**config.mk**
```make
export PLATFORM = sky130hd
export DESIGN_NAME = clock_string_field_parser
export DESIGN_NICKNAME = d
export VERILOG_FILES = /design/src/design/cpsf_pkg.sv /design/src/design/cpsf_in_stage.sv /design/src/design/cpsf_parse.sv /design/src/design/cpsf_out_stage.sv /design/src/design/clock_string_field_parser.sv
export VERILOG_INCLUDE_DIRS = /design/src /design/src/design
export SDC_FILE = /design/constraint.sdc
export NUM_CORES = 1
export LEC_CHECK = 0
export BUFFER_PORTS_ARGS = -buffer_cell sky130_fd_sc_hd__buf_2
export CAP_MARGIN = 25
export CORE_MARGIN = 2
export CORE_UTILIZATION = 60
export DETAILED_ROUTE_END_ITERATION = 6
export GPL_ROUTABILITY_DRIVEN = 1
export HOLD_SLACK_MARGIN = 0.15
export PLACE_DENSITY = 0.81
export SYNTH_ARGS = -nofsm -noshare
export SYNTH_HDL_FRONTEND = slang
export SYNTH_SLANG_ARGS = --single-unit
```
**constraint.sdc**
```tcl
create_clock -name clk -period 6.3 [get_ports clk]
set_input_delay 0.945 -clock clk [delete_from_list [all_inputs] [get_ports clk]]
set_output_delay 0.945 -clock clk [all_outputs]
set_load 0.05 [all_outputs]
```
**src/design/clock_string_field_parser_macros.svh**
```systemverilog
// Assertion helpers shared by the clock reply parser
`ifndef CLOCK_STRING_FIELD_PARSER_MACROS_SVH
`define CLOCK_STRING_FIELD_PARSER_MACROS_SVH

// Same-cycle implication, checked on clk outside reset
`define CPSF_ASSERT_IMPL(lbl, ante, cons, msg) \
    lbl: assert property (@(posedge clk) disable iff (!rst_n) (ante) |-> (cons)) \
        else $error(msg);

// Next-cycle implication, checked on clk outside reset
`define CPSF_ASSERT_NEXT(lbl, ante, cons, msg) \
    lbl: assert property (@(posedge clk) disable iff (!rst_n) (ante) |=> (cons)) \
        else $error(msg);

`endif

```
**src/design/cpsf_pkg.sv**
```systemverilog
package cpsf_pkg;

    // Default number of characters counted per field
    localparam int FIELD_CHARS_DEF = 4;

    localparam int ACC_W = 14;
    localparam logic [ACC_W-1:0] ACC_MAX = 14'd9999;
    localparam logic [ACC_W-1:0] YEAR_BASE = 14'd2000;
    localparam logic [15:0] MIN_LEN = 16'd16;

    localparam logic [ACC_W-1:0] MONTH_MAX = 14'd12;
    localparam logic [ACC_W-1:0] DAY_MAX = 14'd31;
    localparam logic [ACC_W-1:0] HOUR_MAX = 14'd24;
    localparam logic [ACC_W-1:0] MINUTE_MAX = 14'd60;
    localparam logic [ACC_W-1:0] SECOND_MAX = 14'd60;

    // Field currently being parsed
    typedef enum logic [2:0] {
        PH_YEAR,
        PH_MONTH,
        PH_DAY,
        PH_HOUR,
        PH_MINUTE,
        PH_SECOND
    } phase_t;

    // One character of the reply
    typedef struct packed {
        logic [7:0]  char_in;
        logic        start_req;
        logic        last;
        logic [15:0] msg_len;
    } in_word_t;

    // One parsed time stamp
    typedef struct packed {
        logic        status;
        logic [13:0] year;
        logic [3:0]  month;
        logic [4:0]  day;
        logic [4:0]  hour;
        logic [5:0]  minute;
        logic [5:0]  second;
    } out_word_t;

    localparam logic STATUS_OK = 1'b0;
    localparam logic STATUS_ERR = 1'b1;

    // Separator that closes each field
    function automatic logic [7:0] separator_of(input phase_t ph);
        logic [7:0] sep;
        case (ph)
            PH_YEAR, PH_MONTH:    sep = 8'h2F;   // '/'
            PH_DAY:               sep = 8'h2C;   // ','
            PH_HOUR, PH_MINUTE:   sep = 8'h3A;   // ':'
            default:              sep = 8'h22;   // closing quote
        endcase
        return sep;
    endfunction

    // Error word: status set, every field zero
    function automatic out_word_t error_word();
        out_word_t w;
        w = '0;
        w.status = STATUS_ERR;
        return w;
    endfunction

endpackage

```
**src/design/cpsf_in_stage.sv**
```systemverilog
module cpsf_in_stage (
    input  logic               clk,
    input  logic               rst_n,
    input  logic               char_valid,
    output logic               char_stall,
    input  cpsf_pkg::in_word_t char_word,
    input  logic               adv,
    output logic               s1_valid,
    output cpsf_pkg::in_word_t s1_word
);

    logic               s1_valid_reg;
    logic               s1_valid_next;
    cpsf_pkg::in_word_t s1_word_reg;
    logic               load;

    // Hold off the sender only while a word waits and cannot move on
    assign char_stall = s1_valid_reg & ~adv;
    assign load       = char_valid & ~char_stall;

    always_comb
    begin
        if (load)
            s1_valid_next = 1'b1;
        else if (adv)
            s1_valid_next = 1'b0;
        else
            s1_valid_next = s1_valid_reg;
    end

    always_ff @(posedge clk or negedge rst_n)
    begin
        if (!rst_n)
            s1_valid_reg <= 1'b0;
        else
            s1_valid_reg <= s1_valid_next;
    end

    // Payload register, no reset
    always_ff @(posedge clk)
    begin
        if (load)
            s1_word_reg <= char_word;
    end

    assign s1_valid = s1_valid_reg;
    assign s1_word  = s1_word_reg;

endmodule

```
**src/design/cpsf_parse.sv**
```systemverilog
module cpsf_parse #(
    parameter int FIELD_CHARS = cpsf_pkg::FIELD_CHARS_DEF
) (
    input  logic                clk,
    input  logic                rst_n,
    input  logic                go,
    input  cpsf_pkg::in_word_t  word,
    output logic                has_res,
    output cpsf_pkg::out_word_t res
);

    localparam int CNT_W = $clog2(FIELD_CHARS + 1);
    localparam int AW = cpsf_pkg::ACC_W;

    cpsf_pkg::phase_t phase_reg, phase_next, phase_eff;
    logic [AW-1:0]    acc_reg, acc_next, acc_eff;
    logic [CNT_W-1:0] cnt_reg, cnt_next, cnt_eff;
    logic             stop_reg, stop_next, stop_eff;
    logic             done_reg, done_next, done_eff;
    logic [AW-1:0]    year_reg, month_reg, day_reg, hour_reg, minute_reg;
    logic [AW-1:0]    year_next, month_next, day_next, hour_next, minute_next;

    logic             short_len;
    logic             is_sep;
    logic             is_digit;
    logic [AW+3:0]    acc_mul;
    logic [AW+3:0]    acc_sum;
    logic             range_ok;

    // Start word clears the field state before the character is looked at
    always_comb
    begin
        if (word.start_req)
        begin
            phase_eff = cpsf_pkg::PH_YEAR;
            acc_eff   = '0;
            cnt_eff   = '0;
            stop_eff  = 1'b0;
            done_eff  = 1'b0;
        end
        else
        begin
            phase_eff = phase_reg;
            acc_eff   = acc_reg;
            cnt_eff   = cnt_reg;
            stop_eff  = stop_reg;
            done_eff  = done_reg;
        end
    end

    assign short_len = word.start_req && (word.msg_len < cpsf_pkg::MIN_LEN);
    assign is_sep    = (word.char_in == cpsf_pkg::separator_of(phase_eff));
    assign is_digit  = (word.char_in >= 8'h30) && (word.char_in <= 8'h39);

    // acc * 10 + digit, saturated below
    assign acc_mul = {acc_eff, 3'b000} + {1'b0, acc_eff, 1'b0};
    assign acc_sum = acc_mul + {{(AW+4-4){1'b0}}, word.char_in[3:0]};

    assign range_ok = (month_reg <= cpsf_pkg::MONTH_MAX) && (day_reg <= cpsf_pkg::DAY_MAX)
                   && (hour_reg <= cpsf_pkg::HOUR_MAX) && (minute_reg <= cpsf_pkg::MINUTE_MAX)
                   && (acc_eff <= cpsf_pkg::SECOND_MAX);

    // Next field
    always_comb
    begin
        phase_next = phase_reg;
        if (go && !short_len && !done_eff)
        begin
            phase_next = phase_eff;
            if (is_sep)
            begin
                unique case (phase_eff)
                    cpsf_pkg::PH_YEAR:   phase_next = cpsf_pkg::PH_MONTH;
                    cpsf_pkg::PH_MONTH:  phase_next = cpsf_pkg::PH_DAY;
                    cpsf_pkg::PH_DAY:    phase_next = cpsf_pkg::PH_HOUR;
                    cpsf_pkg::PH_HOUR:   phase_next = cpsf_pkg::PH_MINUTE;
                    cpsf_pkg::PH_MINUTE: phase_next = cpsf_pkg::PH_SECOND;
                    default:             phase_next = phase_eff;
                endcase
            end
        end
        else if (go)
            phase_next = phase_eff;
    end

    // Field accumulation, stores and result
    always_comb
    begin
        acc_next    = acc_reg;
        cnt_next    = cnt_reg;
        stop_next   = stop_reg;
        done_next   = done_reg;
        year_next   = year_reg;
        month_next  = month_reg;
        day_next    = day_reg;
        hour_next   = hour_reg;
        minute_next = minute_reg;
        has_res     = 1'b0;
        res         = cpsf_pkg::error_word();

        if (go)
        begin
            acc_next  = acc_eff;
            cnt_next  = cnt_eff;
            stop_next = stop_eff;
            done_next = done_eff;

            if (short_len)
            begin
                has_res   = 1'b1;
                done_next = 1'b1;
            end
            else if (!done_eff)
            begin
                if (is_sep)
                begin
                    acc_next  = '0;
                    cnt_next  = '0;
                    stop_next = 1'b0;
                    unique case (phase_eff)
                        cpsf_pkg::PH_YEAR:   year_next   = acc_eff;
                        cpsf_pkg::PH_MONTH:  month_next  = acc_eff;
                        cpsf_pkg::PH_DAY:    day_next    = acc_eff;
                        cpsf_pkg::PH_HOUR:   hour_next   = acc_eff;
                        cpsf_pkg::PH_MINUTE: minute_next = acc_eff;
                        default:
                        begin
                            // closing quote: the reply ends here whatever last says
                            has_res   = 1'b1;
                            done_next = 1'b1;
                            if (range_ok)
                            begin
                                res.status = cpsf_pkg::STATUS_OK;
                                res.year   = year_reg + cpsf_pkg::YEAR_BASE;
                                res.month  = month_reg[3:0];
                                res.day    = day_reg[4:0];
                                res.hour   = hour_reg[4:0];
                                res.minute = minute_reg[5:0];
                                res.second = acc_eff[5:0];
                            end
                        end
                    endcase
                end
                else if (cnt_eff < CNT_W'(FIELD_CHARS))
                begin
                    cnt_next = cnt_eff + 1'b1;
                    if (!stop_eff)
                    begin
                        if (is_digit)
                        begin
                            if (acc_sum > {4'b0000, cpsf_pkg::ACC_MAX})
                                acc_next = cpsf_pkg::ACC_MAX;
                            else
                                acc_next = acc_sum[AW-1:0];
                        end
                        else
                            stop_next = 1'b1;
                    end
                end

                // last byte without the quote
                if (word.last && !(is_sep && phase_eff == cpsf_pkg::PH_SECOND))
                begin
                    has_res   = 1'b1;
                    done_next = 1'b1;
                    res       = cpsf_pkg::error_word();
                end
            end
        end
    end

    always_ff @(posedge clk or negedge rst_n)
    begin
        if (!rst_n)
        begin
            phase_reg  <= cpsf_pkg::PH_YEAR;
            acc_reg    <= '0;
            cnt_reg    <= '0;
            stop_reg   <= 1'b0;
            done_reg   <= 1'b1;
            year_reg   <= '0;
            month_reg  <= '0;
            day_reg    <= '0;
            hour_reg   <= '0;
            minute_reg <= '0;
        end
        else
        begin
            phase_reg  <= phase_next;
            acc_reg    <= acc_next;
            cnt_reg    <= cnt_next;
            stop_reg   <= stop_next;
            done_reg   <= done_next;
            year_reg   <= year_next;
            month_reg  <= month_next;
            day_reg    <= day_next;
            hour_reg   <= hour_next;
            minute_reg <= minute_next;
        end
    end

endmodule

```
**src/design/cpsf_out_stage.sv**
```systemverilog
module cpsf_out_stage (
    input  logic                clk,
    input  logic                rst_n,
    input  logic                push,
    input  cpsf_pkg::out_word_t push_word,
    output logic                adv,
    output logic                stamp_valid,
    input  logic                stamp_stall,
    output cpsf_pkg::out_word_t stamp_word
);

    logic                stamp_valid_reg;
    logic                stamp_valid_next;
    cpsf_pkg::out_word_t stamp_word_reg;

    // Register may take a new word when empty or being emptied
    assign adv = ~stamp_valid_reg | ~stamp_stall;

    always_comb
    begin
        if (adv)
            stamp_valid_next = push;
        else
            stamp_valid_next = stamp_valid_reg;
    end

    always_ff @(posedge clk or negedge rst_n)
    begin
        if (!rst_n)
            stamp_valid_reg <= 1'b0;
        else
            stamp_valid_reg <= stamp_valid_next;
    end

    always_ff @(posedge clk)
    begin
        if (adv && push)
            stamp_word_reg <= push_word;
    end

    assign stamp_valid = stamp_valid_reg;
    assign stamp_word  = stamp_word_reg;

endmodule

```
**src/design/clock_string_field_parser.sv**
```systemverilog
// Clock reply parser.
// Input channel (char_valid / char_stall / char_word) carries one reply character
// per word, with start_req on the first character, last on the final one and the
// declared length alongside. Output channel (stamp_valid / stamp_stall /
// stamp_word) carries one time stamp per reply: status 0 with the fields, or
// status 1 with all fields zero.
// Throughput: one character per cycle while the result register can accept (char_stall
// low); the field update between the input register and the result register is combinational.
// Path: the character that ends the reply is taken into the input register, then
// parsed from the input register into the result register, whose output is
// stamp_valid.
// Characters in mid-field give no output word unless last is set.
// Reset: both registers empty, parser idle; bytes are ignored until start_req.
// Stall: a stalled result holds in the output register; if the input register
// is empty one more character is taken into it, then char_stall rises until
// the result is taken.
module clock_string_field_parser #(
    parameter int FIELD_CHARS = cpsf_pkg::FIELD_CHARS_DEF
) (
    input  logic                clk,
    input  logic                rst_n,
    input  logic                char_valid,
    output logic                char_stall,
    input  cpsf_pkg::in_word_t  char_word,
    output logic                stamp_valid,
    input  logic                stamp_stall,
    output cpsf_pkg::out_word_t stamp_word
);

    `include "clock_string_field_parser_macros.svh"

    logic                adv;
    logic                s1_valid;
    cpsf_pkg::in_word_t  s1_word;
    logic                go;
    logic                has_res;
    cpsf_pkg::out_word_t res;

    cpsf_in_stage u_in (
        .clk        (clk),
        .rst_n      (rst_n),
        .char_valid (char_valid),
        .char_stall (char_stall),
        .char_word  (char_word),
        .adv        (adv),
        .s1_valid   (s1_valid),
        .s1_word    (s1_word)
    );

    // Parse a character only when its result has somewhere to go
    assign go = s1_valid & adv;

    cpsf_parse #(
        .FIELD_CHARS (FIELD_CHARS)
    ) u_parse (
        .clk     (clk),
        .rst_n   (rst_n),
        .go      (go),
        .word    (s1_word),
        .has_res (has_res),
        .res     (res)
    );

    cpsf_out_stage u_out (
        .clk         (clk),
        .rst_n       (rst_n),
        .push        (go & has_res),
        .push_word   (res),
        .adv         (adv),
        .stamp_valid (stamp_valid),
        .stamp_stall (stamp_stall),
        .stamp_word  (stamp_word)
    );

    // Checks
    `CPSF_ASSERT_IMPL(a_err_zero, stamp_valid && stamp_word.status,
        stamp_word.year == 14'd0 && stamp_word.month == 4'd0 && stamp_word.day == 5'd0 &&
        stamp_word.hour == 5'd0 && stamp_word.minute == 6'd0 && stamp_word.second == 6'd0,
        "error word with nonzero field")
    `CPSF_ASSERT_IMPL(a_ok_range, stamp_valid && !stamp_word.status,
        stamp_word.year >= 14'd2000 && stamp_word.month <= 4'd12 && stamp_word.day <= 5'd31 &&
        stamp_word.hour <= 5'd24 && stamp_word.minute <= 6'd60 && stamp_word.second <= 6'd60,
        "ok word out of range")
    `CPSF_ASSERT_IMPL(a_stall_full, char_stall, s1_valid, "input stalled with empty register")
    `CPSF_ASSERT_NEXT(a_hold_word, s1_valid && !adv, s1_valid, "waiting character dropped")

endmodule
```
Word-level counts from Yosys, hierarchy flattened
Index checks and enable logic that the tools add are counted.
{ "op_classes": {"n_eq_ne": 6, "n_bitwise": 14, "n_addsub": 4, "n_reduce_logical": 27, "n_mux": 38, "magnitude_cmp": 10} }
{ "ops": {"columns": ["cell", "count"], "rows": [
  ["$mux W14", 8],
  ["$mux W41", 1],
  ["$le A14 B5 Y1 const B", 2],
  ["$le A14 B6 Y1 const B", 2],
  ["$mux W3", 9],
  ["$reduce_and A5 Y1", 5],
  ["$add A17 B15 Y18", 1],
  ["$add A18 B4 Y18", 1],
  ["$gt A18 B14 Y1 const B", 1],
  ["$mux W1", 18],
  ["$lt A16 B5 Y1 const B", 1],
  ["$pmux W3 S5", 1],
  ["$pmux W5 S3", 1],
  ["$add A14 B11 Y14 const B", 1],
  ["$le A14 B4 Y1 const B", 1],
  ["$logic_and A1 B1 Y1", 11],
  ["$reduce_or A11 Y1", 1],
  ["$reduce_or A10 Y1", 1],
  ["$not A1 Y1", 9],
  ["$eq A8 B6 Y1", 1],
  ["$ge A8 B6 Y1 const B", 1],
  ["$le A8 B6 Y1 const B", 1],
  ["$eq A3 B2 Y1 const B", 2],
  ["$eq A3 B3 Y1 const B", 2],
  ["10 further kinds", 17]
]} }
{ "word_totals": {"reg_bits": 161, "out_inout_bits": 43, "inputBits": 30} }

Longest topological paths before layout
{ "depth": {"word_depth": 14, "ltp_mapped": 20} }

Modules after synthesis
From an unflattened synthesis, not the netlist that was laid out.
{ "hier_totals": {"cells_unflattened": 698, "hier_area_um2": 7753.7} }
{ "modules_own_cells": {"columns": ["module", "instances", "area_each_um2", "cells_each", "seq_area_each_um2"], "rows": [
  ["cpsf_parse", 1, 5624.1, 620, 2303.5],
  ["cpsf_out_stage", 1, 1278.7, 45, 1256.2],
  ["cpsf_in_stage", 1, 838.3, 31, 805.8],
  ["clock_string_field_parser", 1, 12.5, 2, 0.0]
]} }

Worst setup path after synthesis
Ideal clock, no wire load.
{ "synth_path": {"path_type": "register -> register", "from": "register u_in.s1_word_reg, in the netlist u_in.s1_word[17]", "to": "register u_parse.acc_reg[6]", "required_time_ps": 6234, "arrival_ps": 3903, "period_less_slack_ps": 3969, "path_slack_ps": 2331, "setup_time_ps": 66, "path_stages_with_launch": 19, "path_cell_list": "edfxtp_1 -> buf_4 -> inv_1 -> buf_2 -> buf_2 -> nand2_1 -> inv_1 -> ha_1 -> ha_1 -> a211oi_1 -> o31a_1 -> nor2_1 -> a221o_1 -> xnor2_1 -> a31oi_1 -> or4_1 -> buf_2 -> nor3_1 -> o32a_1"} }
{ "synth_between": {"elab_chain_cells": 11} }
{ "synth_lines": {"columns": ["item", "line_no", "rtl"], "rows": [
  ["from (decl)", "cpsf_in_stage.sv:14", "cpsf_pkg::in_word_t s1_word_reg;"],
  ["from (signal assigned)", "cpsf_in_stage.sv:43", "s1_word_reg <= char_word;"],
  ["$mux W14 (*)", "cpsf_parse.sv:33", "if (word.start_req)"],
  ["named net u_parse.acc_eff[2]", "cpsf_parse.sv:16", "logic [AW-1:0] acc_reg, acc_next, acc_eff;"],
  ["$add A17 B15 Y18 (*)", "cpsf_parse.sv:56", "assign acc_mul = {acc_eff, 3'b000} + {1'b0, acc_eff, 1'b0};"],
  ["$add A18 B4 Y18 (*)", "cpsf_parse.sv:57", "assign acc_sum = acc_mul + {{(AW+4-4){1'b0}}, word.char_in[3:0]};"],
  ["$gt A18 B14 Y1", "cpsf_parse.sv:151", "if (acc_sum > {4'b0000, cpsf_pkg::ACC_MAX})"],
  ["$mux W14 (*)", "cpsf_parse.sv:151", null],
  ["$mux W14 (*)", "cpsf_parse.sv:149", "if (is_digit)"],
  ["$mux W14 (*)", "cpsf_parse.sv:147", "if (!stop_eff)"],
  ["$mux W14 (*)", "cpsf_parse.sv:144", "else if (cnt_eff < CNT_W'(FIELD_CHARS))"],
  ["$mux W14 (*)", "cpsf_parse.sv:115", "if (is_sep)"],
  ["$mux W14 (*)", "cpsf_parse.sv:113", "else if (!done_eff)"],
  ["$mux W14 (*)", "cpsf_parse.sv:108", "if (short_len)"],
  ["to (signal assigned)", "cpsf_parse.sv:190", "acc_reg <= acc_next;"],
  ["to (decl)", "cpsf_parse.sv:16", null]
]} }
Mark *: on every way through the listed nets, which the timed path passes. The rest lies on a longest branch.
A chain may end at the register's enable or synchronous reset.

Worst setup path in the final report
Ends and elaborated chain as after synthesis.

==> metrics <==
status finished, final reports clean; All-Layer GR Usage 0.253; Inserted Clock Buffers 17; maximum buffer depth of the clock tree 2; Worst-Margin Slew 1.04 ns; worst endpoint data arrival time 5.54 ns; Final Setup Violations 0; Synth cell types 70; PD cells 283 mW/mm^2; Clock Power Share 0.437; max-cap violations 0; worst vdd ir 172 uV; worst path required time 6.66 ns; total gr overflow 0; HPWL after DPL 11300 um; DRC 0; power after layout ~2.5 mW; Worst Hold Class primary input to asynchronous set/reset pin; Die Height between 100 and 150 um; unrepaired setup endpoints after global routing no; post-layout min period 5.18 ns; initial antenna violation count 0; die area roughly 0.014 sq mm; fmax slightly below 200 MHz; Final Worst Setup Slack 1.12 ns; Row Count 41; final period utilization 0.823; design area 0.00869 sq mm; Worst path slowest cell or4_1; routability congestion estimate 0.932; Final Hold Fails 0; via count about 5.4k; WS Path Type flip-flop to flip-flop; Slew Viols, Final 0; worst setup path startpoint u_in.s1_word[17]; ant diodes 0; Antenna Nets Post-Route 0; clk_lat worst skew 0.42 ns; WL final 15800 um; sequential fraction of the synthesis area 0.560; CTS HTree Levels 4; most frequent cells in the layout 99 x nand2_1, 93 x dfrtp_1, 67 x buf_2; area leader, netlist dfrtp_1; CTS tree yes; starting DRC count in detailed routing 403; max FFs per register 41; Setup TNS 0 ns; Post-DP Area 0.00801 sq mm; post-CTS setup repair buffer count 0; Area Overhead vs Synth 14.7%; R2R Path Start u_in.s1_word[17]; leakage power 3.97 nW; synthesized area per cell 11.3 sq um; Post-Place Worst Slack about 1.2 ns; Hold Buf Count CTS 0; Ys Warns 0; post-synth net total 732; CTS clock-pin slew for the worst setup and hold paths roughly 0.060 ns; Initial Utilization 0.608; Post-synth EDFFs 63; reg-to-reg setup timing slack 1.12 ns; Core Footprint 0.0125 sq mm; Layout Nets 800; part of the power in registers 0.466; top post-synthesis cells by area dfrtp_1 31%, edfxtp_1 25%, nand2_1 4.9%; Sw Share 0.246; CTS Sinks between 150 and 200; Internal 1.85 mW; final std cells w/o fill 925; top cell type's share of synthesized area 0.307; FFs w/ async S/R, synth 0.599; largest net degree at the start of global routing between 80 and 90; Rel. slew slack 0.302; clk root buf clkbuf_16; Final Skew 0.0116 ns; Mapped Cells 672; CP max stage delay ~0.7 ns; Routed WL per cell 17.1 um; vias in the first global route 5204; switching power total 0.605 mW; crit-path cells buf_4 > inv_1 > nand2_1 > inv_1 > ha_1 > ha_1 > a21oi_1 > o31a_1 > nor2_1 > a221o_1 > xnor2_1 > a31oi_1 > or4_1 > nor3_1 > o32a_1; most common cell after layout, fill and taps aside nand2_1; IO Pins 73; Placed Cells slightly below 900; Logic pwr share 0.096; Die Wd roughly 120 um; DR pass1 iterations 6; crit start category flip-flop; synthesized area around 0.0076 sq mm; share of layout cells above drive strength 1 0.218; cts repair resizes 0; first-pass GRT wire length 25800 um; port buffer count 68; post-synthesis register bit count 157; Max Fanout on Critical Path 26; Worst Setup End Kind flip-flop; vias per cell 5.86; Synth Flop Type dfrtp_1
## metrics by stage
stage                     utilization  hold WS [ns]
after floorplan                     -         0.442
after global placement          0.642         0.456
after detailed placement        0.642         0.464
after CTS                       0.693         0.335
after global routing            0.697         0.348
final                           0.697         0.351
## worst paths after layout
check | endpoint | cells after the start
setup / recovery | u_parse.acc_reg[6] | 15
max in group asynchronous | u_parse.done_reg | 3
hold / removal | u_parse.year_reg[3] | 1
min in group clk | u_parse.hour_reg[12] | 2
setup reg to reg | u_parse.acc_reg[6] | 15
hold reg to reg | u_parse.hour_reg[12] | 2
## layout make-up
class,instances,area [sq um]
Sequential cell,157,4250
Fill cell,897,3770
Multi-Input combinational cell,467,3100
Clock buffer,21,482
Timing Repair Buffer,72,405
Tap cell,172,215
Clock inverter,11,153
Inverter,25,93.8
## routing by layer
layer,share of wire,up-vias,track usage
li1,-,2559,-
met1,0.41,2626,0.323
met2,0.50,199,0.429
met3,0.057,37,0.0493
met4,0.026,0,0.102
met5,0,-,0
## cell usage after synthesis, types with 2 or more instances
master and count:
xnor2_1 13, nor3_4 2, o221ai_1 6, xor2_1 10, o21ai_0 43, or4_1 2, mux2_2 28, o21ai_2 14
nor3_1 8, o31ai_1 3, nand2_1 99, o21a_1 3, nand3_1 5, ha_1 29, inv_1 24, a21oi_2 2
nor3b_1 2, nor2_1 39, o2111ai_1 4, a31oi_1 6, a21o_1 6, dfrtp_1 93, nand3b_1 2, or3_1 2
a21oi_1 19, and2_1 30, o22ai_1 2, buf_4 4, a211oi_1 2, buf_6 5, o21bai_1 2, edfxtp_1 63
o211a_1 2, nor2b_1 10, o211ai_1 3, o21ai_1 14, nor4_1 14, or2_2 3, o31a_1 2, nand2b_1 4
nand4_1 7, buf_2 7, clkbuf_1 7
## power by group through the flow
stage,logic (mW),clock network (mW),registers [mW]
floorplan,0.120,0,1.21
global placement,0.225,0,1.16
detailed placement,0.231,0,1.16
CTS,0.232,1.09,1.14
global route,0.261,1.13,1.15
finish,0.237,1.07,1.15
## worst max-delay path: cells and delay by family (launching register included)
family / cells / cell delay [ns]
flip-flops: 1 / 0.35
AO/OA/AOI/OAI: 5 / 1.18
adder cells (fa/ha/maj): 2 / 0.67
XOR/XNOR: 1 / 0.24
AND/OR/NAND/NOR: 4 / 1.39
buffers and inverters: 3 / 1.26
## kinds of logic (layout without fill, tap and decap cells)
kind of cell               count (synthesis)  count (layout)  synth area share
adders and majority gates                 30              30            0.0505
xor gates and xnor gates                  23              23            0.0266
AOI/OAI and AO/OA                        146             146             0.128
muxes                                     29              29            0.0429
buffers and inverters                     48             129            0.0319
DFF                                      157             157             0.560
and+or+nand+nor                          239             239             0.159
Power figures use the tool's default switching activity.
